[src/design/aasp_pkg.sv]
// Shared types and constants for the ASCII attitude sentence parser.
// Used by aasp_field_acc and ascii_attitude_sentence_parser_core; no dependencies.
`default_nettype none

package aasp_pkg;

	localparam int BYTE_W  = 8;
	localparam int PART_W  = 10;  // one decimal part, saturating at 999
	localparam int MAG_W   = 20;  // whole * 1000 + frac, up to 999999
	localparam int ANGLE_W = 21;  // signed angle in thousandths

	localparam logic [PART_W-1:0] PART_MAX = 10'd999;
	localparam logic [MAG_W-1:0]  SCALE    = 20'd1000;

	localparam logic [BYTE_W-1:0] CHAR_STAR  = 8'h2A;  // '*'
	localparam logic [BYTE_W-1:0] CHAR_COMMA = 8'h2C;  // ','
	localparam logic [BYTE_W-1:0] CHAR_DOT   = 8'h2E;  // '.'
	localparam logic [BYTE_W-1:0] CHAR_MINUS = 8'h2D;  // '-'
	localparam logic [BYTE_W-1:0] CHAR_ZERO  = 8'h30;  // '0'
	localparam logic [BYTE_W-1:0] CHAR_NINE  = 8'h39;  // '9'

	// Control from the sentence tracker to the field accumulator
	typedef struct packed {
		logic clear;  // start a fresh field
		logic take;   // feed this character into the current field
	} aasp_field_ctl_t;

	typedef logic signed [ANGLE_W-1:0] aasp_angle_t;

endpackage

`default_nettype wire

[src/design/aasp_field_acc.sv]
// Decimal field accumulator: sign, saturating whole and fraction parts, signed value.
// Depends on aasp_pkg.
`default_nettype none

module aasp_field_acc (
	input  wire logic                          clk,
	input  wire logic                          arst_n,
	input  wire aasp_pkg::aasp_field_ctl_t     ctl,
	input  wire logic [aasp_pkg::BYTE_W-1:0]   char_in,
	output aasp_pkg::aasp_angle_t              value
);

	logic                          sign_seen_q;
	logic                          negative_q;
	logic                          after_dot_q;
	logic [aasp_pkg::PART_W-1:0]   whole_q;
	logic [aasp_pkg::PART_W-1:0]   frac_q;

	logic                          is_digit;
	logic [3:0]                    digit;
	logic [aasp_pkg::PART_W-1:0]   part_sel;
	logic [13:0]                   part_ext;
	logic [aasp_pkg::PART_W-1:0]   part_next;
	logic [aasp_pkg::MAG_W-1:0]    mag;

	// Next value of the part that the digit goes to, saturated at 999
	always_comb begin
		is_digit  = char_in inside {[aasp_pkg::CHAR_ZERO:aasp_pkg::CHAR_NINE]};
		digit     = 4'(char_in - aasp_pkg::CHAR_ZERO);
		part_sel  = after_dot_q ? frac_q : whole_q;
		part_ext  = 14'(part_sel) * 14'd10 + 14'(digit);
		part_next = (part_ext > 14'(aasp_pkg::PART_MAX)) ? aasp_pkg::PART_MAX
			: aasp_pkg::PART_W'(part_ext);
	end

	// Hold field state; clear on a new field, advance on each field character
	always_ff @(posedge clk or negedge arst_n) begin
		if (!arst_n) begin
			sign_seen_q <= 1'b0;
			negative_q  <= 1'b0;
			after_dot_q <= 1'b0;
			whole_q     <= '0;
			frac_q      <= '0;
		end else if (ctl.clear) begin
			sign_seen_q <= 1'b0;
			negative_q  <= 1'b0;
			after_dot_q <= 1'b0;
			whole_q     <= '0;
			frac_q      <= '0;
		end else if (ctl.take) begin
			if (!sign_seen_q) begin
				negative_q  <= (char_in == aasp_pkg::CHAR_MINUS);
				sign_seen_q <= 1'b1;
			end else if (char_in == aasp_pkg::CHAR_DOT) begin
				after_dot_q <= 1'b1;
			end else if (is_digit) begin
				if (after_dot_q) begin
					frac_q <= part_next;
				end else begin
					whole_q <= part_next;
				end
			end
		end
	end

	// Form the signed value in thousandths
	always_comb begin
		mag   = aasp_pkg::MAG_W'(whole_q) * aasp_pkg::SCALE + aasp_pkg::MAG_W'(frac_q);
		value = negative_q ? -aasp_pkg::aasp_angle_t'({1'b0, mag})
			: aasp_pkg::aasp_angle_t'({1'b0, mag});
	end

endmodule

`default_nettype wire

[src/design/ascii_attitude_sentence_parser_core.sv]
// Top level of the ASCII attitude sentence parser: byte register, sentence tracker,
// result register. Depends on aasp_pkg and aasp_field_acc.
`default_nettype none

// Parses NMEA-style attitude sentences one received byte per word. The first header
// character opens a sentence (always, even mid-sentence), '*' closes it and yields one
// result: sentence_ok plus the stored yaw/pitch/roll in thousandths, which change only
// when the sentence began with the full header. The rx channel takes one byte every
// cycle unless stalled; a byte is registered, then processed by the sentence tracker
// and field accumulator, and on '*' the result register loads its result and raises
// res_valid. Only a '*' waiting on a full output register stalls input. The header is
// written through cfg_we/cfg_wdata; the user must write it only while idle, which the
// block itself does not enforce.
module ascii_attitude_sentence_parser_core #(
	parameter int          HEADER_CHARS = 6,
	parameter int          ANGLE_FIELDS = 3,
	parameter logic [63:0] HEADER_RESET = 64'h0000_2456_4E59_4D52
) (
	input  wire logic                          clk,
	input  wire logic                          arst_n,
	input  wire logic                          cfg_we,
	input  wire logic [8*HEADER_CHARS-1:0]     cfg_wdata,
	input  wire logic                          rx_valid,
	output logic                               rx_ready,
	input  wire logic [aasp_pkg::BYTE_W-1:0]   rx_byte,
	output logic                               res_valid,
	input  wire logic                          res_ready,
	output logic                               sentence_ok,
	output aasp_pkg::aasp_angle_t              yaw_milli,
	output aasp_pkg::aasp_angle_t              pitch_milli,
	output aasp_pkg::aasp_angle_t              roll_milli
);

	localparam int HW  = 8 * HEADER_CHARS;
	localparam int PW  = $clog2(HEADER_CHARS + 1);
	localparam int HPW = (HEADER_CHARS > 1) ? $clog2(HEADER_CHARS) : 1;
	localparam int FIW = $clog2(ANGLE_FIELDS + 2);

	// Header register and its characters
	logic [HW-1:0]                 header_q;
	logic [aasp_pkg::BYTE_W-1:0]   hdr_chr [HEADER_CHARS];

	// Input stage
	logic                          valid_s1;
	logic [aasp_pkg::BYTE_W-1:0]   byte_s1;

	// Sentence tracker state
	logic                          in_sent_q,  in_sent_d;
	logic [PW-1:0]                 pos_q,      pos_d;
	logic                          matched_q,  matched_d;
	logic [FIW-1:0]                fidx_q,     fidx_d;
	aasp_pkg::aasp_angle_t         pending_q   [ANGLE_FIELDS];
	aasp_pkg::aasp_angle_t         pending_d   [ANGLE_FIELDS];
	aasp_pkg::aasp_angle_t         stored_q    [ANGLE_FIELDS];
	aasp_pkg::aasp_angle_t         stored_d    [ANGLE_FIELDS];
	aasp_pkg::aasp_angle_t         pend_commit [ANGLE_FIELDS];
	aasp_pkg::aasp_angle_t         angle_next  [3];

	// Result register
	logic                          res_valid_q;
	logic                          ok_q;
	aasp_pkg::aasp_angle_t         yaw_q, pitch_q, roll_q;

	// Per-byte decode
	logic                          is_hdr0;
	logic                          emit;
	logic                          ok;
	logic                          in_field;
	logic                          res_free;
	logic                          fire;
	aasp_pkg::aasp_field_ctl_t     fctl;
	aasp_pkg::aasp_field_ctl_t     fctl_gated;
	aasp_pkg::aasp_angle_t         field_value;

	for (genvar i = 0; i < HEADER_CHARS; i++) begin : g_hdr
		assign hdr_chr[i] = header_q[HW-1-8*i -: 8];
	end

	// Header register, written from the config port
	always_ff @(posedge clk or negedge arst_n) begin
		if (!arst_n) begin
			header_q <= HEADER_RESET[HW-1:0];
		end else if (cfg_we) begin
			header_q <= cfg_wdata;
		end
	end

	// Advance the byte stage when it is empty or its byte is processed
	assign res_free = !res_valid_q || res_ready;
	assign fire     = valid_s1 && (!emit || res_free);
	assign rx_ready = !valid_s1 || fire;

	always_ff @(posedge clk or negedge arst_n) begin
		if (!arst_n) begin
			valid_s1 <= 1'b0;
		end else if (rx_ready) begin
			valid_s1 <= rx_valid;
		end
	end

	always_ff @(posedge clk) begin
		if (rx_ready && rx_valid) begin
			byte_s1 <= rx_byte;
		end
	end

	aasp_field_acc u_field (
		.clk     (clk),
		.arst_n  (arst_n),
		.ctl     (fctl_gated),
		.char_in (byte_s1),
		.value   (field_value)
	);

	// Pending angles with the current field committed
	always_comb begin
		for (int i = 0; i < ANGLE_FIELDS; i++) begin
			pend_commit[i] = (fidx_q == FIW'(i + 1)) ? field_value : pending_q[i];
		end
	end

	// Sentence tracker: next state for the byte in the input stage
	always_comb begin
		is_hdr0   = (byte_s1 == hdr_chr[0]);
		emit      = !is_hdr0 && (byte_s1 == aasp_pkg::CHAR_STAR);
		ok        = in_sent_q && matched_q && (pos_q == PW'(HEADER_CHARS));
		in_field  = (fidx_q != '0) && (fidx_q <= FIW'(ANGLE_FIELDS));
		in_sent_d = in_sent_q;
		pos_d     = pos_q;
		matched_d = matched_q;
		fidx_d    = fidx_q;
		fctl      = '0;
		for (int i = 0; i < ANGLE_FIELDS; i++) begin
			pending_d[i] = pending_q[i];
			stored_d[i]  = stored_q[i];
		end

		if (is_hdr0) begin
			// restart: drop the pending angles and field state the last sentence left
			in_sent_d = 1'b1;
			pos_d     = PW'(1);
			matched_d = 1'b1;
			fidx_d    = '0;
			fctl.clear = 1'b1;
			for (int i = 0; i < ANGLE_FIELDS; i++) begin
				pending_d[i] = '0;
			end
		end else if (emit) begin
			if (ok) begin
				for (int i = 0; i < ANGLE_FIELDS; i++) begin
					stored_d[i] = pend_commit[i];
				end
			end
			in_sent_d = 1'b0;
		end else if (!in_sent_q) begin
			// outside a sentence: ignore
		end else if (pos_q < PW'(HEADER_CHARS)) begin
			if (byte_s1 != hdr_chr[pos_q[HPW-1:0]]) begin
				matched_d = 1'b0;
			end
			pos_d = pos_q + PW'(1);
		end else if (byte_s1 == aasp_pkg::CHAR_COMMA) begin
			for (int i = 0; i < ANGLE_FIELDS; i++) begin
				pending_d[i] = pend_commit[i];
			end
			if (fidx_q <= FIW'(ANGLE_FIELDS)) begin
				fidx_d = fidx_q + FIW'(1);
			end
			fctl.clear = 1'b1;
		end else if (in_field) begin
			fctl.take = 1'b1;
		end

		fctl_gated = fire ? fctl : '0;
	end

	// Angles offered with a result: the first three stored angles, zero past the last
	for (genvar j = 0; j < 3; j++) begin : g_out
		if (j < ANGLE_FIELDS) begin : g_used
			assign angle_next[j] = stored_d[j];
		end else begin : g_unused
			assign angle_next[j] = '0;
		end
	end

	// Commit tracker state on each processed byte
	always_ff @(posedge clk or negedge arst_n) begin
		if (!arst_n) begin
			in_sent_q <= 1'b0;
			pos_q     <= '0;
			matched_q <= 1'b0;
			fidx_q    <= '0;
			for (int i = 0; i < ANGLE_FIELDS; i++) begin
				pending_q[i] <= '0;
				stored_q[i]  <= '0;
			end
		end else if (fire) begin
			in_sent_q <= in_sent_d;
			pos_q     <= pos_d;
			matched_q <= matched_d;
			fidx_q    <= fidx_d;
			for (int i = 0; i < ANGLE_FIELDS; i++) begin
				pending_q[i] <= pending_d[i];
				stored_q[i]  <= stored_d[i];
			end
		end
	end

	// Result register: load on '*', drop when taken
	always_ff @(posedge clk or negedge arst_n) begin
		if (!arst_n) begin
			res_valid_q <= 1'b0;
		end else if (fire && emit) begin
			res_valid_q <= 1'b1;
		end else if (res_ready) begin
			res_valid_q <= 1'b0;
		end
	end

	always_ff @(posedge clk) begin
		if (fire && emit) begin
			ok_q    <= ok;
			yaw_q   <= angle_next[0];
			pitch_q <= angle_next[1];
			roll_q  <= angle_next[2];
		end
	end

	assign res_valid   = res_valid_q;
	assign sentence_ok = ok_q;
	assign yaw_milli   = yaw_q;
	assign pitch_milli = pitch_q;
	assign roll_milli  = roll_q;

endmodule

`default_nettype wire
[config.mk]
export PLATFORM = sky130hd
export DESIGN_NAME = ascii_attitude_sentence_parser_core
export DESIGN_NICKNAME = d
export VERILOG_FILES = /design/src/design/aasp_pkg.sv /design/src/design/aasp_field_acc.sv /design/src/design/ascii_attitude_sentence_parser_core.sv
export SDC_FILE = /design/constraint.sdc
export NUM_CORES = 1
export LEC_CHECK = 0
export ABC_CLOCK_PERIOD_IN_PS = 14800
export BUFFER_PORTS_ARGS = -buffer_cell sky130_fd_sc_hd__buf_4
export CAP_MARGIN = 20
export CORE_ASPECT_RATIO = 1.1
export CORE_UTILIZATION = 60
export CTS_CLUSTER_SIZE = 24
export DETAILED_ROUTE_END_ITERATION = 8
export HOLD_SLACK_MARGIN = 0.15
export PLACE_DENSITY = 0.82
export SYNTH_ARGS = -nofsm -noshare
export SYNTH_HDL_FRONTEND = slang
export SYNTH_SLANG_ARGS = --single-unit
[constraint.sdc]
create_clock -name clk -period 14.8 [get_ports clk]
set_clock_uncertainty 0.15 [all_clocks]
set_input_delay 2.22 -clock clk [delete_from_list [all_inputs] [get_ports clk]]
set_output_delay 2.22 -clock clk [all_outputs]
set_load 0.01 [all_outputs]
# Word-level counts from Yosys, hierarchy flattened
# Index checks and enable logic that the tools add are counted.
[op_classes]
n_bitwise = 1
muxes = 66
magnitude_cmp = 6
n_reduce_logical = 37
multipliers = 2
add_sub_neg = 6
eq_ne = 15
[op_table]
columns = ["cell", "count"]
rows = [
  ["$mux W63", 8],
  ["$mux W10", 14],
  ["$mux W21", 4],
  ["$eq A8 B6 Y1 const B", 4],
  ["$mux W3", 10],
  ["$bmux W8 S3", 1],
  ["$reduce_bool A2 Y1", 12],
  ["$mux W1", 23],
  ["$neg A20 Y21", 1],
  ["$add A20 B10 Y20", 1],
  ["$reduce_and A5 Y1", 4],
  ["$mul A10 B7 Y17 const B", 1],
  ["$mux W8", 2],
  ["$add A14 B4 Y14", 1],
  ["$gt A14 B10 Y1 const B", 1],
  ["$mul A10 B3 Y13 const B", 1],
  ["$ne A2 B2 Y1 const B", 5],
  ["$eq A8 B8 Y1", 1],
  ["$ge A8 B6 Y1 const B", 1],
  ["$le A8 B6 Y1 const B", 1],
  ["$logic_and A1 B1 Y1", 8],
  ["$mux W2", 4],
  ["$ne A8 B8 Y1", 1],
  ["$add A3 B1 Y3 const B", 2],
  ["15 further kinds", 22],
]
[word_totals]
register_bits = 279
in_bits = 61
out_inout_bits = 66
wordCells = 156

# Logic depth before layout (Yosys ltp)
[logic_depth]
ltp_word = 11
ltp_mapped = 21

# By module
# From an unflattened synthesis, not the netlist that was laid out.
[hier_totals]
cells_unflattened = 1410
area_unflattened_um2 = 15607.5
[modules_own_cells]
columns = ["mod", "seq_area_each_um2", "area_each_um2", "instances", "cells_per_inst"]
rows = [
  ["ascii_attitude_sentence_parser_core", 6792.8, 11033.1, 1, 889],
  ["aasp_field_acc", 575.6, 4574.4, 1, 521],
]

# Worst setup path before layout
# No wires, ideal clock.
[synth_timing]
kind = "flip-flop to flip-flop"
start = "reg u_field.whole_q[0] (netlist bit)"
end = "reg pitch_q[18] (netlist: pitch_milli[18]), data pin"
arrival_ns = 5.418
synth_period_minus_slack_ns = 5.850
setup_time_ns = 0.282
stages_incl_launch_ff = 18
setup_slack_ns = 8.950
path_cell_list = "dfrtp_1 -> fa_1 -> fa_1 -> inv_1 -> fa_1 -> fa_1 -> inv_1 -> ha_1 -> xnor2_1 -> ha_1 -> or4_1 -> o22ai_2 -> xnor2_1 -> or4_4 -> nor4_2 -> a21oi_2 -> xnor2_2 -> a311oi_1"
[synth_rtl]
columns = ["item", "line_no", "rtl"]
rows = [
  ["start, declared", "aasp_field_acc.sv:16", "logic [aasp_pkg::PART_W-1:0] whole_q;"],
  ["start signal, assigned", "aasp_field_acc.sv:60", "whole_q <= part_next;"],
  ["end signal, assigned", "ascii_attitude_sentence_parser_core.sv:224", "pitch_q <= angle_next[1];"],
  ["end, declared", "ascii_attitude_sentence_parser_core.sv:62", "aasp_pkg::aasp_angle_t yaw_q, pitch_q, roll_q;"],
]

==> flow_summary.ini <==
[synth]
yosys-top-cells-area = dfrtp_1, edfxtp_1, ha_1, mux2_2, nand2_1
synth-main-ff-cell = dfrtp_1
synth_edf_count = 72
yosys_warnings = 0
synth-seq-cells = 279
syn_nets = 1683
netlist_area_sq_mm = 0.0159
syn-instance-count = 1515
yosysTopAreaCell = dfrtp_1
synth_area_per_cell_sq_um = 10.5
yosysSeqAreaShare_pct = 46.5
async_flop_share_pct = 74.2
yosysTopAreaCellShare_pct = 29.4
yosysUniqueCellTypes = 94

[min_path]
hold_start = pending_q[37]$_DFFE_PN0P_
hold_end = pending_q[37]$_DFFE_PN0P_
holdPathStages = 2
hp-class = reg2reg

[detailed_routing]
wl_mm = 36.2
ant_nets = 0
vias = 11924
vias_per_cell = 5.99
first_pass_iters = 7
wl_per_cell_microns = 18.2
drtIter0Drc = 802
drc = 0

[place]
dp_hpwl_mm = 25.2
portBuffers = 126
placedCellCount = 1938
gp_congestion = 0.879
dp_worst_setup_slack_ps = 8290

[clocking]
clk_path_buf_depth = 3
cts_tree = yes
ctsHoldBuffers = 0
postCtsSetupBuffers = 0
insertion_delay_ps = 560
cts_resized = 0
htreeDepth = 1
root_buffer = clkbuf_16
clkTransAtPathRegs_ps = 60
numClockSinks = 279
cts_made_buffers = 28

[worst_setup_path]
worst_path_max_delay_cell = xnor2_1
cp_top_family = adder cells
worstSetupStartpointType = flip-flop
cp_max_fo = 9
rrSetupSlack_ps = 8220
reg2reg_depth = 19
critPathCaptureType = flip-flop
slowest_delay_ps = 580
cp_num_buf_inv = 4
r2r_end = yaw_milli[17]$_DFFE_PP_
worst-setup-path-type = reg2reg
crit_start = u_field.whole_q[2]$_DFFE_PN0P_
rr_startpoint = u_field.whole_q[2]$_DFFE_PN0P_
worstPathCellList = inv_1, fa_1, fa_1, inv_1, fa_1, inv_1, fa_1, inv_1, ha_1, o211ai_2, a211oi_4, nor2_2, or3_4, a211oi_2, xnor2_1, a21oi_1, a21oi_1, xnor2_1, o221ai_1
cp.required_ps = 14900
cp.arrival_ps = 6680

[pwr]
p_switching_mw = 0.467
seq_power_share_pct = 47.2
p_comb_share_pct = 14.5
powerDensity_mw_per_mm2 = 99.0
cell_internal_pwr_mw = 1.32
sw_frac_of_total_pct = 26.1
vdd_drop_max_v = 0.000118
p_leak_nw = 7.80
pwr-share-clk_pct = 38.3

[floorplan]
io_pins = 127
die_x_microns = 157
die_y_microns = 172
core_sq_mm = 0.0261
initial_core_util_pct = 60.8
dieArea_sq_mm = 0.0271
num_rows = 62

[grt]
grt_pass1_vias = 11837
antenna_found_initial = 0
grt_pass1_wl_mm = 58.5
grt_max_degree = 95
grtUsageTotal_pct = 27.2
overflow = 0

[finish]
utilization_pct = 69.2
layout.cells.non_filler = 1992
final_cell_mix = nand2_1, dfrtp_1, o21ai_0
antenna_cells = 0
nets = 1786
synthToLayoutAreaGrowth_pct = 13.8
n_fill_cell = 1922
drive_gt1_share_pct = 20.6
final_common_cell = nand2_1

[sta]
layout_setup_ws_ps = 8220
layout_min_cycle_time_ps = 6580
final_hold_viol_count = 0
worst_pin_slew_ps = 997
max_freq_mhz = 152
rsz0062_at_grt = no
slew_violations = 0
tns_ps = 0
min_period_over_period_pct = 44.5
slew_headroom_pct = 33.4
finalSetupViolations = 0

[status]
status = finished clean

[run]
max_cap_violations = 0
synth_stat cells, types with 8 or more instances:
| cell | count |
|---|---|
| nand2_1 | 203 |
| dfrtp_1 | 186 |
| o21ai_0 | 144 |
| nor2_1 | 104 |
| a21oi_1 | 83 |
| mux2_2 | 80 |
| inv_1 | 79 |
| ha_1 | 74 |
| edfxtp_1 | 72 |
| clkbuf_1 | 58 |
| xnor2_1 | 46 |
| fa_1 | 33 |
| mux2i_1 | 28 |
| dfstp_2 | 21 |
| xor2_1 | 19 |
| o31ai_1 | 17 |
| nor3_1 | 16 |
| nand3_1 | 15 |
| a211oi_1 | 13 |
| a22o_1 | 12 |
| nor2b_1 | 12 |
| nor4_1 | 10 |
| a21o_1 | 9 |
| o21a_1 | 9 |
| and3_1 | 8 |
| mux4_2 | 8 |
cells by family after synthesis:
kind of cell | Yosys count | synth area share (%)
AOI/OAI and AO/OA | 363 | 14.7
xor gates and xnor gates | 69 | 4.04
adders and majority gates | 107 | 10.0
buffers and inverters | 150 | 3.69
DFF | 279 | 46.5
muxes | 116 | 8.59
and+or+nand+nor | 431 | 12.5
area by class of cell:
class | instances | area (sq um) | share of cell area, %
clock buffers | 45 | 835 | 4.63
clock inverters | 7 | 67.6 | 0.375
inverters | 81 | 304 | 1.69
multi-input cells | 1086 | 7920 | 43.9
flip-flops and latches | 279 | 7370 | 40.8
well taps | 352 | 440 | 2.44
repair buffers | 142 | 1100 | 6.10
flip-flops by register name, indices dropped and copies added (netlist names), 3 cells and up:
register and cells:
yaw_milli 21, byte_s1 8, pending_q 63, pitch_milli 21, hdr_chr 48, fidx_q 3, pos_q 3, u_field.whole_q 10
stored_q 63, u_field.frac_q 10, roll_milli 21
stage by stage:
| step | hold WS [ps] | cell area [sq um] | total power [mW] |
|---|---|---|---|
| 6_report | 331 | 18000 | 1.79 |
| 4_1_cts | 330 | 18000 | 1.79 |
| 2_1_floorplan | 292 | 15900 | 1.03 |
| 3_5_place_dp | 316 | 17100 | 1.11 |
| 3_3_place_gp | 307 | 17100 | 1.10 |
| 5_1_grt | 344 | 18000 | 1.85 |
power groups by stage:
stage	clock, mW	combinational, mW	sequential (mW)
floorplan	0	0.189	0.842
global placement	0	0.237	0.862
detailed placement	0	0.243	0.863
CTS	0.691	0.245	0.849
global route	0.723	0.283	0.847
finish	0.684	0.258	0.844
per-layer routing:
| metal | routed length [microns] | GRT usage (%) |
|---|---|---|
| met5 | 0 | 0 |
| met4 | 825 | 8.31 |
| met2 | 18200 | 47.2 |
| met1 | 14900 | 35.5 |
| met3 | 2230 | 3.73 |
tightest hold or removal path: stages, from the launching register on:
cell and delay (ps):
dfrtp_1 340, nand2_1 50, o21ai_0 60
worst max-delay path by stage:
stage                           endpoint  slack [ps]  cells after the start
2_1_floorplan  pitch_milli[18]$_DFFE_PP_        8950                     17
4_1_cts          yaw_milli[17]$_DFFE_PP_        8240                     19
3_3_place_gp     yaw_milli[17]$_DFFE_PP_        8490                     19
6_report         yaw_milli[17]$_DFFE_PP_        8220                     19
5_1_grt          yaw_milli[17]$_DFFE_PP_        7750                     19
3_5_place_dp     yaw_milli[17]$_DFFE_PP_        8290                     19
Power figures use the tool's default switching activity.
